<file path="src/hdl/usp_pkg.sv">
// Shared types, codes and tables for the URL scheme/host/port tagger.
// Used by usp_step, the top level and the checker; depends on nothing.
`default_nettype none

package usp_pkg;

	localparam int SCHEME_COUNT = 9;
	localparam int SCHEME_COLS  = 8;
	localparam int TDATA_W      = 48;
	localparam int TUSER_W      = 3;

	localparam logic [3:0]  SCHEME_UNKNOWN = 4'd9;
	localparam logic [31:0] PORT_CAP       = 32'h8000_0000;
	localparam logic [31:0] PORT_MAX       = 32'h7FFF_FFFF;

	localparam logic [2:0] SEC_SCHEME = 3'd0;
	localparam logic [2:0] SEC_SEP    = 3'd1;
	localparam logic [2:0] SEC_HOST   = 3'd2;
	localparam logic [2:0] SEC_PORT   = 3'd3;
	localparam logic [2:0] SEC_PATH   = 3'd4;
	localparam logic [2:0] SEC_ERROR  = 3'd5;

	localparam logic [2:0] ST_OK        = 3'd0;
	localparam logic [2:0] ST_NO_COLON  = 3'd1;
	localparam logic [2:0] ST_UNKNOWN   = 3'd2;
	localparam logic [2:0] ST_NO_SLASH  = 3'd3;
	localparam logic [2:0] ST_BAD_HOST  = 3'd4;

	localparam logic [7:0] CH_COLON = 8'h3A;
	localparam logic [7:0] CH_SLASH = 8'h2F;
	localparam logic [7:0] CH_QUEST = 8'h3F;
	localparam logic [7:0] CH_SEMI  = 8'h3B;
	localparam logic [7:0] CH_HASH  = 8'h23;
	localparam logic [7:0] CH_PLUS  = 8'h2B;
	localparam logic [7:0] CH_MINUS = 8'h2D;
	localparam logic [7:0] CH_SPACE = 8'h20;

	localparam logic [7:0] SCHEME_TAB [SCHEME_COUNT][SCHEME_COLS] = '{
		'{"h", "t", "t", "p", 8'h00, 8'h00, 8'h00, 8'h00},
		'{"h", "t", "t", "p", "s",   8'h00, 8'h00, 8'h00},
		'{"f", "t", "p", 8'h00, 8'h00, 8'h00, 8'h00, 8'h00},
		'{"m", "a", "i", "l", "t",   "o",   8'h00, 8'h00},
		'{"l", "d", "a", "p", 8'h00, 8'h00, 8'h00, 8'h00},
		'{"f", "i", "l", "e", 8'h00, 8'h00, 8'h00, 8'h00},
		'{"n", "e", "w", "s", 8'h00, 8'h00, 8'h00, 8'h00},
		'{"g", "o", "p", "h", "e",   "r",   8'h00, 8'h00},
		'{"t", "e", "l", "n", "e",   "t",   8'h00, 8'h00}
	};

	localparam logic [2:0] SCHEME_LEN [SCHEME_COUNT] = '{
		3'd4, 3'd5, 3'd3, 3'd6, 3'd4, 3'd4, 3'd4, 3'd6, 3'd6
	};

	typedef enum logic [2:0] {
		PH_SCHEME = 3'd0,
		PH_SLASH1 = 3'd1,
		PH_SLASH2 = 3'd2,
		PH_HOST   = 3'd3,
		PH_PORT   = 3'd4,
		PH_PATH   = 3'd5,
		PH_ERROR  = 3'd6
	} phase_t;

	typedef enum logic [1:0] {
		PS_SKIP   = 2'd0,
		PS_DIGITS = 2'd1,
		PS_DONE   = 2'd2
	} port_sub_t;

	typedef struct packed {
		phase_t              phase;
		logic [2:0]          scheme_len;
		logic [SCHEME_COUNT-1:0] cand;
		logic [3:0]          matched;
		logic                host_seen;
		port_sub_t           port_sub;
		logic                port_neg;
		logic [31:0]         port_acc;
		logic                port_text;
		logic [31:0]         committed_port;
		logic                port_committed;
		logic [2:0]          err;
	} parse_state_t;

	typedef struct packed {
		logic [7:0]  echo_byte;
		logic [2:0]  section;
		logic        final_res;
		logic [3:0]  scheme_code;
		logic [31:0] port_value;
		logic [2:0]  status;
	} result_t;

	function automatic parse_state_t start_state();
		parse_state_t s;
		s.phase          = PH_SCHEME;
		s.scheme_len     = '0;
		s.cand           = '1;
		s.matched        = SCHEME_UNKNOWN;
		s.host_seen      = 1'b0;
		s.port_sub       = PS_SKIP;
		s.port_neg       = 1'b0;
		s.port_acc       = '0;
		s.port_text      = 1'b0;
		s.committed_port = '0;
		s.port_committed = 1'b0;
		s.err            = ST_OK;
		return s;
	endfunction

endpackage

`default_nettype wire

</file>
<file path="src/hdl/usp_step.sv">
// Next-state and result logic for one character of the URL tagger.
// Purely combinational; uses the types, codes and scheme table of usp_pkg.
`default_nettype none

module usp_step (
	input  wire usp_pkg::parse_state_t cur,
	input  wire logic [7:0]            text_byte,
	input  wire logic                  last_byte,
	input  wire logic [15:0]           default_port,
	output usp_pkg::parse_state_t      nxt,
	output usp_pkg::result_t           res
);

	logic [7:0]  lb;
	logic        is_term;
	logic        is_space;
	logic        is_digit;
	logic [3:0]  found;
	logic [35:0] port_mul;
	logic [31:0] port_res;
	logic [2:0]  section;
	logic [2:0]  status;
	logic [31:0] report_port;
	usp_pkg::parse_state_t upd;

	assign lb = (text_byte >= "A" && text_byte <= "Z") ? text_byte + 8'd32 : text_byte;
	assign is_term = text_byte == usp_pkg::CH_SLASH || text_byte == usp_pkg::CH_QUEST ||
		text_byte == usp_pkg::CH_SEMI || text_byte == usp_pkg::CH_HASH;
	assign is_space = text_byte == usp_pkg::CH_SPACE ||
		(text_byte >= 8'd9 && text_byte <= 8'd13);
	assign is_digit = text_byte >= "0" && text_byte <= "9";

	assign port_mul = {cur.port_acc, 3'b000} + {2'b00, cur.port_acc, 1'b0} +
		{32'd0, text_byte[3:0] - 4'd0};
	assign port_res = cur.port_neg ? 32'd0 - cur.port_acc :
		(cur.port_acc >= usp_pkg::PORT_CAP ? usp_pkg::PORT_MAX : cur.port_acc);

	always_comb begin
		found = usp_pkg::SCHEME_UNKNOWN;
		for (int k = 0; k < usp_pkg::SCHEME_COUNT; k++) begin
			if (cur.cand[k] && usp_pkg::SCHEME_LEN[k] == cur.scheme_len) begin
				found = 4'(k);
			end
		end
	end

	always_comb begin
		upd     = cur;
		section = usp_pkg::SEC_ERROR;
		unique case (cur.phase)
			usp_pkg::PH_SCHEME: begin
				if (text_byte == usp_pkg::CH_COLON) begin
					if (cur.scheme_len == 3'd0) begin
						upd.err     = usp_pkg::ST_NO_COLON;
						upd.matched = usp_pkg::SCHEME_UNKNOWN;
						upd.phase   = usp_pkg::PH_ERROR;
					end else if (found == usp_pkg::SCHEME_UNKNOWN) begin
						upd.err     = usp_pkg::ST_UNKNOWN;
						upd.matched = usp_pkg::SCHEME_UNKNOWN;
						upd.phase   = usp_pkg::PH_ERROR;
					end else begin
						upd.matched = found;
						upd.phase   = usp_pkg::PH_SLASH1;
						section     = usp_pkg::SEC_SEP;
					end
				end else begin
					for (int k = 0; k < usp_pkg::SCHEME_COUNT; k++) begin
						if (cur.scheme_len >= usp_pkg::SCHEME_LEN[k] ||
							lb != usp_pkg::SCHEME_TAB[k][cur.scheme_len]) begin
							upd.cand[k] = 1'b0;
						end
					end
					if (cur.scheme_len != 3'd7) begin
						upd.scheme_len = cur.scheme_len + 3'd1;
					end
					section = usp_pkg::SEC_SCHEME;
				end
			end
			usp_pkg::PH_SLASH1, usp_pkg::PH_SLASH2: begin
				if (text_byte == usp_pkg::CH_SLASH) begin
					upd.phase = (cur.phase == usp_pkg::PH_SLASH1) ?
						usp_pkg::PH_SLASH2 : usp_pkg::PH_HOST;
					section = usp_pkg::SEC_SEP;
				end else begin
					upd.err     = usp_pkg::ST_NO_SLASH;
					upd.matched = usp_pkg::SCHEME_UNKNOWN;
					upd.phase   = usp_pkg::PH_ERROR;
				end
			end
			usp_pkg::PH_HOST: begin
				if (text_byte == usp_pkg::CH_COLON || is_term) begin
					if (!cur.host_seen) begin
						upd.err     = usp_pkg::ST_BAD_HOST;
						upd.matched = usp_pkg::SCHEME_UNKNOWN;
						upd.phase   = usp_pkg::PH_ERROR;
					end else if (text_byte == usp_pkg::CH_COLON) begin
						upd.phase = usp_pkg::PH_PORT;
						section   = usp_pkg::SEC_SEP;
					end else begin
						upd.phase = usp_pkg::PH_PATH;
						section   = usp_pkg::SEC_PATH;
					end
				end else begin
					upd.host_seen = 1'b1;
					section       = usp_pkg::SEC_HOST;
				end
			end
			usp_pkg::PH_PORT: begin
				if (is_term) begin
					if (cur.port_text) begin
						upd.committed_port = port_res;
						upd.port_committed = 1'b1;
					end
					upd.phase = usp_pkg::PH_PATH;
					section   = usp_pkg::SEC_PATH;
				end else begin
					upd.port_text = 1'b1;
					section       = usp_pkg::SEC_PORT;
					if (cur.port_sub != usp_pkg::PS_DONE) begin
						if (is_digit) begin
							upd.port_acc = (port_mul > {4'd0, usp_pkg::PORT_CAP}) ?
								usp_pkg::PORT_CAP : port_mul[31:0];
							upd.port_sub = usp_pkg::PS_DIGITS;
						end else if (cur.port_sub == usp_pkg::PS_SKIP && is_space) begin
							upd.port_sub = usp_pkg::PS_SKIP;
						end else if (cur.port_sub == usp_pkg::PS_SKIP &&
							(text_byte == usp_pkg::CH_PLUS ||
							text_byte == usp_pkg::CH_MINUS)) begin
							upd.port_neg = text_byte == usp_pkg::CH_MINUS;
							upd.port_sub = usp_pkg::PS_DIGITS;
						end else begin
							upd.port_sub = usp_pkg::PS_DONE;
						end
					end
				end
			end
			usp_pkg::PH_PATH: begin
				section = usp_pkg::SEC_PATH;
			end
			default: begin
				section = usp_pkg::SEC_ERROR;
			end
		endcase
	end

	always_comb begin
		priority case (upd.phase)
			usp_pkg::PH_ERROR:                     status = upd.err;
			usp_pkg::PH_SCHEME:                    status = usp_pkg::ST_NO_COLON;
			usp_pkg::PH_SLASH1, usp_pkg::PH_SLASH2: status = usp_pkg::ST_NO_SLASH;
			usp_pkg::PH_HOST:                      status = usp_pkg::ST_BAD_HOST;
			default:                               status = usp_pkg::ST_OK;
		endcase
	end

	assign report_port = (status == usp_pkg::ST_OK && upd.port_committed) ?
		upd.committed_port : {16'd0, default_port};

	always_comb begin
		res.echo_byte = text_byte;
		res.section   = section;
		res.final_res = last_byte;
		if (last_byte) begin
			res.scheme_code = (status == usp_pkg::ST_OK) ? upd.matched :
				usp_pkg::SCHEME_UNKNOWN;
			res.port_value  = report_port;
			res.status      = status;
			nxt             = usp_pkg::start_state();
		end else begin
			res.scheme_code = usp_pkg::SCHEME_UNKNOWN;
			res.port_value  = '0;
			res.status      = usp_pkg::ST_OK;
			nxt             = upd;
		end
	end

endmodule

`default_nettype wire

</file>
<file path="src/hdl/url_scheme_host_port_parser_core.sv">
// Top level of the URL scheme/host/port tagger: stream ports, the input and
// result registers, the parse state and the default port register.
// Depends on usp_pkg and usp_step.
`default_nettype none

// Each character of a URL enters as one item and leaves as one result item
// tagged with its section; the result passes through the input register and
// the result register, and waits while the output side stalls. The item marked
// tlast also carries the scheme code, port and status of the whole URL, and the
// parser then starts over for the next URL. One item is taken every clock
// while the output side keeps up: a character is held in the input register,
// and the single parse step that updates the state and forms the result runs
// between that register and the result register. The default port is read
// when a URL is reported and should only be changed between URLs.
module url_scheme_host_port_parser_core (
	input  wire logic                          clk,
	input  wire logic                          arst_n,
	input  wire logic                          s_tvalid,
	output logic                               s_tready,
	input  wire logic [7:0]                    s_tdata,  // text_byte
	input  wire logic                          s_tlast,  // last_byte
	output logic                               m_tvalid,
	input  wire logic                          m_tready,
	// echo_byte[7:0], scheme_code[11:8], port_value[43:12], status[46:44], zero
	output logic [usp_pkg::TDATA_W-1:0]        m_tdata,
	output logic [usp_pkg::TUSER_W-1:0]        m_tuser,  // section
	output logic                               m_tlast,  // final_res
	input  wire logic                          cfg_valid,
	output logic                               cfg_ready,
	input  wire logic [15:0]                   cfg_data  // default_port
);

	logic                  valid_s1;
	logic [7:0]            byte_s1;
	logic                  last_s1;
	logic                  valid_s2;
	usp_pkg::result_t      res_s2;
	usp_pkg::parse_state_t state_q;
	usp_pkg::parse_state_t state_nxt;
	usp_pkg::result_t      res_nxt;
	logic [15:0]           default_port_q;
	logic                  advance;

	assign advance   = valid_s1 && (!valid_s2 || m_tready);
	assign s_tready  = !valid_s1 || advance;
	assign cfg_ready = 1'b1;

	usp_step u_step (
		.cur          (state_q),
		.text_byte    (byte_s1),
		.last_byte    (last_s1),
		.default_port (default_port_q),
		.nxt          (state_nxt),
		.res          (res_nxt)
	);

	always_ff @(posedge clk or negedge arst_n) begin
		if (!arst_n) begin
			default_port_q <= 16'd80;
		end else if (cfg_valid && cfg_ready) begin
			default_port_q <= cfg_data;
		end
	end

	always_ff @(posedge clk or negedge arst_n) begin
		if (!arst_n) begin
			valid_s1 <= 1'b0;
			valid_s2 <= 1'b0;
			state_q  <= usp_pkg::start_state();
		end else begin
			if (s_tready) begin
				valid_s1 <= s_tvalid;
			end
			if (advance) begin
				valid_s2 <= 1'b1;
				state_q  <= state_nxt;
			end else if (m_tready) begin
				valid_s2 <= 1'b0;
			end
		end
	end

	always_ff @(posedge clk) begin
		if (s_tvalid && s_tready) begin
			byte_s1 <= s_tdata;
			last_s1 <= s_tlast;
		end
		if (advance) begin
			res_s2 <= res_nxt;
		end
	end

	assign m_tvalid = valid_s2;
	assign m_tdata  = {1'b0, res_s2.status, res_s2.port_value, res_s2.scheme_code,
		res_s2.echo_byte};
	assign m_tuser  = res_s2.section;
	assign m_tlast  = res_s2.final_res;

endmodule

`default_nettype wire

</file>
<file path="config.mk">
export PLATFORM = sky130hd
export DESIGN_NAME = url_scheme_host_port_parser_core
export DESIGN_NICKNAME = d
export VERILOG_FILES = /design/src/hdl/usp_pkg.sv /design/src/hdl/usp_step.sv /design/src/hdl/url_scheme_host_port_parser_core.sv
export SDC_FILE = /design/constraint.sdc
export NUM_CORES = 1
export LEC_CHECK = 0
export BUFFER_PORTS_ARGS = -buffer_cell sky130_fd_sc_hd__buf_4
export CAP_MARGIN = 15
export CORE_ASPECT_RATIO = 0.5
export CORE_MARGIN = 2
export CORE_UTILIZATION = 40
export CTS_CLUSTER_DIAMETER = 100
export DETAILED_ROUTE_END_ITERATION = 16
export HOLD_SLACK_MARGIN = 0.08
export PLACE_DENSITY = 0.58
export SLEW_MARGIN = 20
export SYNTH_ARGS = -nofsm -noshare
export SYNTH_HDL_FRONTEND = slang
export SYNTH_SLANG_ARGS = --single-unit
export TNS_END_PERCENT = 10
</file>
<file path="constraint.sdc">
create_clock -name clk -period 4.36 [get_ports clk]
set_input_delay 0.872 -clock clk [delete_from_list [all_inputs] [get_ports clk]]
set_output_delay 0.872 -clock clk [all_outputs]
set_load 0.02 [all_outputs]
</file>
# After elaboration in Yosys (flattened, before gate mapping)
# Memory sizes are Yosys's and may differ from the RTL's.
# Index checks and enable logic that the tools add are counted.
# classes
add_sub_neg	5
order_cmp	13
eq_ne	38
n_mux	95
bitwise	1
reduce_logical	77
# ops
cell	n
2-to-1 mux 8 bit	19
2-to-1 mux 32 bit	4
2-to-1 mux 92 bit	1
!= test 8 bit	9
2-to-1 mux 69 bit	1
2-to-1 mux 3 bit	22
2-to-1 mux 33 bit	2
== test 8 x 6 -> 1 bit (second input constant)	8
2-to-1 mux 4 bit	15
AND reduction 4 bit	11
adder 35 x 33 -> 36 bit	1
adder 36 x 4 -> 36 bit	1
> comparator 36 x 32 -> 1 bit (second input constant)	1
2-to-1 mux 36 bit	1
2-to-1 mux 35 bit	1
nonzero test 2 bit	17
>= comparator 32 bit (second input constant)	1
subtractor 1 x 32 -> 32 bit (first input constant)	1
2-to-1 mux 12 bit	2
one-hot mux 3 bit (4 select lines)	2
2-to-1 mux 1 bit	18
logical AND 1 bit	17
logical OR 1 bit	17
2-to-1 mux 16 bit	1
other kinds (32)	56
# totals
regBits	170
romBits	576
in_bits	30
output_inout_bits	55
wordCells	270
n_memories	9
# memory_table
name	words	word_bits	rd	rd_clocked_by_memory_dff	write_ports	line_no	text
(name not given)	8	8	1	0	0	usp_step.sv:69	lb != usp_pkg::SCHEME_TAB[k][cur.scheme_len]) begin
(name not given)	8	8	1	0	0	usp_step.sv:69	
(name not given)	8	8	1	0	0	usp_step.sv:69	
(name not given)	8	8	1	0	0	usp_step.sv:69	
(name not given)	8	8	1	0	0	usp_step.sv:69	
(name not given)	8	8	1	0	0	usp_step.sv:69	
+3 memories	n/a	n/a	n/a	n/a	n/a	n/a	

# Logic depth before layout (Yosys ltp)
# Gate-level depths: netlist of the first run.
# depth
word_depth	22
mapped_depth	14
mapped_depth_nobuf	13

# Hierarchy
# Synthesis of the first run repeated with hierarchy kept, for this count alone.
# hier_totals
cells_unflattened	1319
area_unflattened_um2	12710.9
# by_module_without_submodules
mod	instances	cells_per_inst	area_each_um2	seq_area_each_um2
usp_step	1	1018	6412.4	0.0
url_scheme_host_port_parser_core	1	301	6298.5	4570.6

# Worst setup path after synthesis of the first run
# No wires, ideal clock.
# synth_path
kind	input to register
start	input m_tready
end	register res_s2 (netlist bit m_tdata[0]) (enable)
setup_time_ns	0.435
t_arrival_ns	3.114
required_ns	3.925
setup_slack_ns	0.812
path_stages	5
path_buffers	2
cell_sequence	nand2b_1 nand2_1 inv_1 clkbuf_1 clkbuf_1
# synth_between
elab_chain_cells	2
# synth_rtl
element	line_no	text
start, declared	url_scheme_host_port_parser_core.sv:23	input wire logic m_tready,
logical OR 1 bit	url_scheme_host_port_parser_core.sv:44	assign advance = valid_s1 && (!valid_s2 || m_tready);
logical AND 1 bit	url_scheme_host_port_parser_core.sv:44	
via advance	url_scheme_host_port_parser_core.sv:42	logic advance;
end signal, assigned	url_scheme_host_port_parser_core.sv:89	res_s2 <= res_nxt;
end, declared	url_scheme_host_port_parser_core.sv:37	usp_pkg::result_t res_s2;
# The timed path passes the listed nets, and every way through them passes these cells.
# A chain may end at the register's enable or synchronous reset.

# Worst setup path after layout of the first run
# layout_path
start	register state_q[39] in the netlist's numbering
end	register state_q[56] in the netlist's numbering
# layout_between
elab_chain_cells	9
# layout_rtl
element	line_no	text
start, declared	url_scheme_host_port_parser_core.sv:38	usp_pkg::parse_state_t state_q;
start signal, assigned	url_scheme_host_port_parser_core.sv:69	state_q <= usp_pkg::start_state();
start signal, assigned	url_scheme_host_port_parser_core.sv:76	state_q <= state_nxt;
adder 35 x 33 -> 36 bit *	usp_step.sv:33	assign port_mul = {cur.port_acc, 3'b000} + {2'b00, cur.port_acc, 1'b0} +
adder 36 x 4 -> 36 bit *	usp_step.sv:33	
> comparator 36 x 32 -> 1 bit	usp_step.sv:121	upd.port_acc = (port_mul > {4'd0, usp_pkg::PORT_CAP}) ?
2-to-1 mux 32 bit *	usp_step.sv:121	
2-to-1 mux 32 bit *	usp_step.sv:120	if (is_digit) begin
2-to-1 mux 35 bit *	usp_step.sv:119	if (cur.port_sub != usp_pkg::PS_DONE) begin
2-to-1 mux 36 bit *	usp_step.sv:109	if (is_term) begin
2-to-1 mux 69 bit *	usp_step.sv:50	unique case (cur.phase)
2-to-1 mux 92 bit *	usp_step.sv:163	if (last_byte) begin
# Mark *: on every way between the ends. The rest lies on a longest branch, timed or not. The select of a mux whose other input is x is not followed.

==> run_results.csv, run 1 <==
group,metric,value,unit
pwr,powerDensity,323,nW/um^2
yosys,synth-seq-cells,170,
yosys,synth_edf_count,60,
detailed_routing,routedWlPerCell,18.7,um
sta,slew_viol_final,0,
yosys,ys_seq_area_share,39.8,%
clock_tree,cts_root_buffer,"clkbuf_16",
detailed_routing,ant_nets,0,
sta,min_period,4020,ps
floorplan,core_area,28000,sq um
detailed_routing,firstDrtPassIters,7,
clock_tree,numCtsBuffers,17,
yosys,synth_top_area_cell,"dfrtp_1",
yosys,synth-simple-area-share,18.2,%
final_layout,nNetsFinal,1443,
yosys,synth_commonest_cells,"nand2_1 (174), o21ai_0 (111), nor2_1 (103)",
yosys,ys.flop_type,"dfrtp_1",
setup_path,crit_path_start_kind,"register",
final_layout,area_growth,13.7,%
floorplan,die_w,244,um
setup_path,r2r_cells,13,
yosys,synth_compound_area_share,22.2,%
yosys,yosysTopAreaCellShare,21.1,%
final_layout,multi_input_area,6480,sq um
yosys,syn_area,11500,sq um
clock_tree,cts_sinks,170,
yosys,syn_inst,1286,
yosys,synthDistinctLibCells,81,
clock_tree,cts_max_level,4,
detailed_routing,wirelength,32.3,mm
yosys,synth_xor_area_share,3.97,%
run_status,outcome,"completed",
global_routing,grt_pass1_vias,9562,
yosys,avgSynthCellArea,8.93,sq um
place,gp_congestion,0.892,
sta,post-route-period-util,92.2,%
setup_path,cp_slowest_cell,"fa_1",
yosys,yosysMostFrequentCell,"nand2_1",
clock_tree,clockBufferDepth,2,
setup_path,cp-end-kind,"register",
sta,max_freq,0.249,GHz
final_layout,finalInstanceArea,13100,sq um
clock_tree,postCtsHoldBufs,0,
pwr,power,4220,uW
sta,setup_tns,0,ps
clock_tree,clkLatencyLatePin,440,ps
setup_path,worst_path_largest_cell_delay,570,ps
sta,timing_hold_violations_final,0,
final_layout,layout-drive-gt1-share,14.0,%
floorplan,start_util,41.0,%
min_path,hp-class,"in -> async",
detailed_routing,drt_iter0_drc,730,
detailed_routing,vias,9975,
global_routing,grt_pass1_wl,51.6,mm
floorplan,die_y,124,um
setup_path,r2r_setup_slack,340,ps
setup_path,worstPathRequired,4690,ps
final_layout,fillers,2738,
detailed_routing,drc,0,
flow_run,maxCapViolCount,0,
clock_tree,cts.clk_slew.worst_paths,80,ps
setup_path,worstPathCellList,"fa_1 > inv_1 > fa_1 > nand2b_1 > a21oi_1 > o21ai_0 > and4b_1 > o21a_1 > a21oi_1 > mux2i_1 > nand4_1 > buf_4 > o31ai_1",
sta,fin_skew,14.2,ps
global_routing,antenna_found_initial,0,
yosys,ys_top_cells_by_area,"dfrtp_1 (21%), edfxtp_1 (16%), ha_1 (8.2%)",
sta,setup_violations,0,
yosys,yosys.area_share.adder,8.52,%
final_layout,regArea,4570,sq um
setup_path,worstPathArrival,4350,ps
sta,tightest_slew,868,ps
pwr,p_leak,0.00543,uW
pwr,vdd_drop_max,0.257,mV
yosys,synth_nets,1393,
yosys,async_flop_share,64.7,%
setup_path,regToRegEndpoint,"state_q[56]$_DFFE_PN0P_",
sta,maxSlewHeadroom,42.1,%
place,dpl_cell_area,12500,sq um
yosys,synth_top_family_by_area,"compound AO/OA/AOI/OAI gates",
final_layout,diodes,0,
clock_tree,cts_tree,"yes",
setup_path,worstSetupPathType,"reg -> reg",
yosys,synth_warnings,0,
global_routing,grt_overflow_total,0,
place,dp_hpwl,23.4,mm
yosys,synth_mux_area_share,3.49,%
clock_tree,cts_resized,0,
global_routing,grt_max_degree,57,
floorplan,num_rows,43,
sta,rsz0062_at_grt,"no",
floorplan,dieArea,30200,sq um
global_routing,grt_usage,21.6,%
floorplan,pin_count,85,
place,port_buffers,82,
detailed_routing,via_per_inst,5.76,
setup_path,cp_max_fo,32,
clock_tree,cts_setup_buffers,0,
setup_path,r2r-start,"state_q[39]$_DFFE_PN0P_",
[layout make-up]
class | instances | area share, %
multi-input cells | 1008 | 49.7
flip-flops and latches | 170 | 35.0
repair buffers | 109 | 6.37
well taps | 382 | 3.66
clock buffers | 17 | 3.26
clock inverters | 15 | 1.17
inverters | 30 | 0.863
[through the flow]
step	hold slack (ps)	cells	util, %	setup WS (ps)
after global routing	515	1731	46.7	106
final	484	1731	46.7	342
after CTS	486	1731	46.7	389
after global placement	461	1699	44.6	521
after detailed placement	474	1699	44.6	416
after floorplan	421	1286	-	812
[flip-flops by register name (all words and copies together), names as in the netlist]
signal / cells
valid_s1: 1
m_tuser: 3
default_port_q: 16
state_q: 92
m_tlast: 1
byte_s1: 8
m_tdata: 47
last_s1: 1
m_tvalid: 1
[cell usage in the layout, fill, tap and decap left out, types with 31 or more instances in the layout]
| master | Yosys | routed |
|---|---|---|
| o21ai_0 | 111 | 111 |
| edfxtp_1 | 60 | 60 |
| ha_1 | 75 | 75 |
| o31ai_1 | 31 | 31 |
| nor2_1 | 103 | 103 |
| xnor2_1 | 31 | 31 |
| nor3_1 | 39 | 39 |
| buf_4 | 3 | 108 |
| a21oi_1 | 94 | 94 |
| dfrtp_1 | 97 | 97 |
| nand2_1 | 174 | 174 |
[where the power goes]
group | switching [uW] | total, uW | internal, uW
logic | 519 | 845 | 326
clock network | 740 | 1500 | 763
registers | 100 | 1870 | 1770
[logic make-up after synthesis]
| family | after synthesis |
|---|---|
| and+or+nand+nor | 444 |
| AOI/OAI and AO/OA | 395 |
| DFF | 170 |
| buffers and inverters | 108 |
| adders and majority gates | 77 |
| xor gates and xnor gates | 52 |
| muxes | 38 |
| other | 2 |
[metal layers]
metal / global-route usage [%] / part of all wire, % / up-vias / wire (um)
li1: - / - / 4837 / -
met1: 31.3 / 50 / 4913 / 16000
met2: 34.1 / 45 / 198 / 14700
met3: 3.02 / 3.5 / 27 / 1140
met4: 5.72 / 1.5 / 0 / 473
met5: 0 / 0 / - / 0
[worst max-delay path, delay by kind of cell, from the launching register on]
kind	cells	cell delay, ps
buffers and inverters	2	330
AOI/OAI and AO/OA	5	1280
and+or+nand+nor	3	560
DFF	1	480
muxes	1	240
adders and majority gates	2	1020
[how the worst max path moves through the flow]
stage          depth (start not counted)  slack [ps]               startpoint                       to
2_1_floorplan                          5         810                 m_tready     m_tdata[0]$_DFFE_PP_
3_3_place_gp                          13         520  state_q[37]$_DFFE_PN0P_  state_q[68]$_DFFE_PN0P_
3_5_place_dp                          13         420  state_q[39]$_DFFE_PN0P_  state_q[56]$_DFFE_PN0P_
4_1_cts                               13         390  state_q[39]$_DFFE_PN0P_  state_q[56]$_DFFE_PN0P_
5_1_grt                               13         110  state_q[39]$_DFFE_PN0P_  state_q[42]$_DFFE_PN0P_
6_report                              13         340  state_q[39]$_DFFE_PN0P_  state_q[56]$_DFFE_PN0P_
No activity file was read; power rests on OpenSTA's default activity.
==> run 2, diff against run 1 <==
Settings changed: RECOVER_POWER from default to 25.
Clock period 4.36 ns to 4.45 ns, I/O delays scaled along.
==> run 2 against run 1 <==
  * The run now ends with max-capacitance violations, max-slew violations left
  * Core utilization decreased by 0.17 points
  * Hold slack worse by 0.80 ps
  * Routed wire length decreased by 0.67%
  * Non-clock buffer count fell by 4
  * Clock power hardly changed
  * Power down 1.5%
  * Register-to-register slack gained 90 ps
  * Sequential power is 3% lower
  * Clock-buffer cell count rose by 1
  * Critical path type unchanged
==> run_results.csv, run 2 (synthesis gave the netlist of run 1 again) <==
group,metric,value,unit
detailed_routing,firstDrtPassIters,7,
clock_tree,cts_setup_buffers,0,
final_layout,diodes,0,
sta,setup_violations,0,
min_path,hp-class,"reg -> reg",
clock_tree,numCtsBuffers,17,
pwr,powerDensity,320,nW/um^2
run_status,violations,"max-capacitance violations, max-slew violations",
place,dp_slack,479,ps
sta,post-route-period-util,90.3,%
flow_run,maxCapViolCount,1,
global_routing,grt_usage,21.4,%
global_routing,grt_overflow_total,0,
floorplan,dieArea,30200,sq um
global_routing,grt_max_degree,76,
clock_tree,clockBufferDepth,2,
final_layout,instances_no_fill,1727,
sta,fin_skew,14.8,ps
clock_tree,clkLatencyLatePin,450,ps
pwr,combPwrFrac,20.2,%
pwr,switchingPower,1350,uW
clock_tree,cts_max_level,4,
detailed_routing,ant_nets,0,
detailed_routing,via_per_inst,5.80,
detailed_routing,wirelength,32.1,mm
global_routing,grt_pass1_vias,9406,
clock_tree,cts_resized,0,
clock_tree,cts.clk_slew.worst_paths,70,ps
final_layout,largest_reg_flops,92,
final_layout,top_register,"state_q",
place,dpl.cell_count,1695,
detailed_routing,routedWlPerCell,18.6,um
run_status,outcome,"complete, but fails checks",
final_layout,fillers,2689,
detailed_routing,drc,0,
final_layout,regArea,4570,sq um
pwr,swShare,32.4,%
floorplan,pin_count,85,
floorplan,num_rows,43,
sta,hold_slack,483,ps
final_layout,layout-drive-gt1-share,13.5,%
setup_path,worstSetupPathType,"reg -> reg",
setup_path,cp-end-kind,"register",
setup_path,cp_max_fo,32,
clock_tree,cts_tree,"yes",
sta,tightest_slew,2030,ps
place,port_buffers,82,
global_routing,antenna_found_initial,0,
pwr,seqPwrFrac,43.7,%
detailed_routing,vias,10023,
place,dp_hpwl,23.0,mm
pwr,p_int,2810,uW
sta,maxSlewHeadroom,-35.5,%
sta,timing_hold_violations_final,0,
sta,max_freq,0.249,GHz
floorplan,core_area,28000,sq um
sta,setup_slack,433,ps
final_layout,nNetsFinal,1439,
clock_tree,cts_sinks,170,
place,dpl_cell_area,12400,sq um
setup_path,crit_path_start_kind,"register",
floorplan,die_w,244,um
pwr,p_leak,0.00539,uW
floorplan,die_y,124,um
final_layout,final_cell_mix,"nand2_1 (174), o21ai_0 (111), nor2_1 (103), dfrtp_1 (97), a21oi_1 (94)",
detailed_routing,drt_iter0_drc,771,
global_routing,grt_pass1_wl,51.4,mm
sta,setup_tns,0,ps
setup_path,worstPathArrival,4360,ps
sta,slew_viol_final,76,
final_layout,area_growth,13.3,%
floorplan,start_util,41.0,%
sta,min_period,4020,ps
place,gp_congestion,0.896,
sta,rsz0062_at_grt,"no",
final_layout,finalInstanceArea,13000,sq um
final_layout,multi_input_area,6480,sq um
pwr,pwr-share-clk,36.1,%
final_layout,final_common_cell,"nand2_1",
setup_path,worstPathRequired,4790,ps
pwr,vdd_drop_max,0.278,mV
clock_tree,cts_root_buffer,"clkbuf_16",
clock_tree,postCtsHoldBufs,0,
[run 2: worst paths after layout]
check | to | startpoint | slack, ps | cells past startpoint
worst max register to register | state_q[45]$_DFFE_PN0P_ | state_q[39]$_DFFE_PN0P_ | 430 | 13
worst min-delay path | state_q[7]$_DFFE_PN0P_ | state_q[7]$_DFFE_PN0P_ | 480 | 2
worst min register to register | state_q[7]$_DFFE_PN0P_ | state_q[7]$_DFFE_PN0P_ | 480 | 2
min in group asynchronous | state_q[64]$_DFFE_PN0P_ | arst_n | 1000 | 1
worst max-delay path | state_q[45]$_DFFE_PN0P_ | state_q[39]$_DFFE_PN0P_ | 430 | 13
max in group asynchronous | state_q[73]$_DFFE_PN1P_ | arst_n | 2150 | 2
[run 2: layer usage]
metal	part of all wire, %	global-route usage (%)
met5	0	0
met4	0.83	4.38
met3	4.5	2.87
met2	45	33.8
met1	49	31.6
[run 2: final cells by class]
| cell class | count | area share (%) |
|---|---|---|
| clock buffer | 18 | 3.38 |
| clock inverter | 14 | 1.16 |
| inverter | 30 | 0.866 |
| multi-input combinational | 1008 | 49.8 |
| sequential | 170 | 35.1 |
| tap | 382 | 3.68 |
| timing repair buffer | 105 | 5.93 |
[run 2: power by group through the flow]
stage	logic [uW]	registers [uW]	clock network, uW
2_1_floorplan	553	1860	0
3_3_place_gp	827	1850	0
3_5_place_dp	837	1850	0
4_1_cts	842	1820	1520
5_1_grt	928	1830	1580
6_report	841	1820	1500
[run 2: metrics by stage]
step / total power, uW / utilization, %
4_1_cts: 4180 / 46.5
3_5_place_dp: 2680 / 44.4
6_report: 4160 / 46.5
3_3_place_gp: 2670 / 44.4
2_1_floorplan: 2420 / -
5_1_grt: 4340 / 46.5
[run 2: worst max-delay path: stages (launching register included)]
cell and delay [ps]:
dfrtp_1 490, fa_1 580, inv_1 80, fa_1 440, nand2b_1 180, a21oi_1 260, o21ai_0 170, and4b_1 250
o21a_1 220, a21oi_1 310, o2111a_1 240, nand4_1 110, buf_4 260, o31ai_1 300
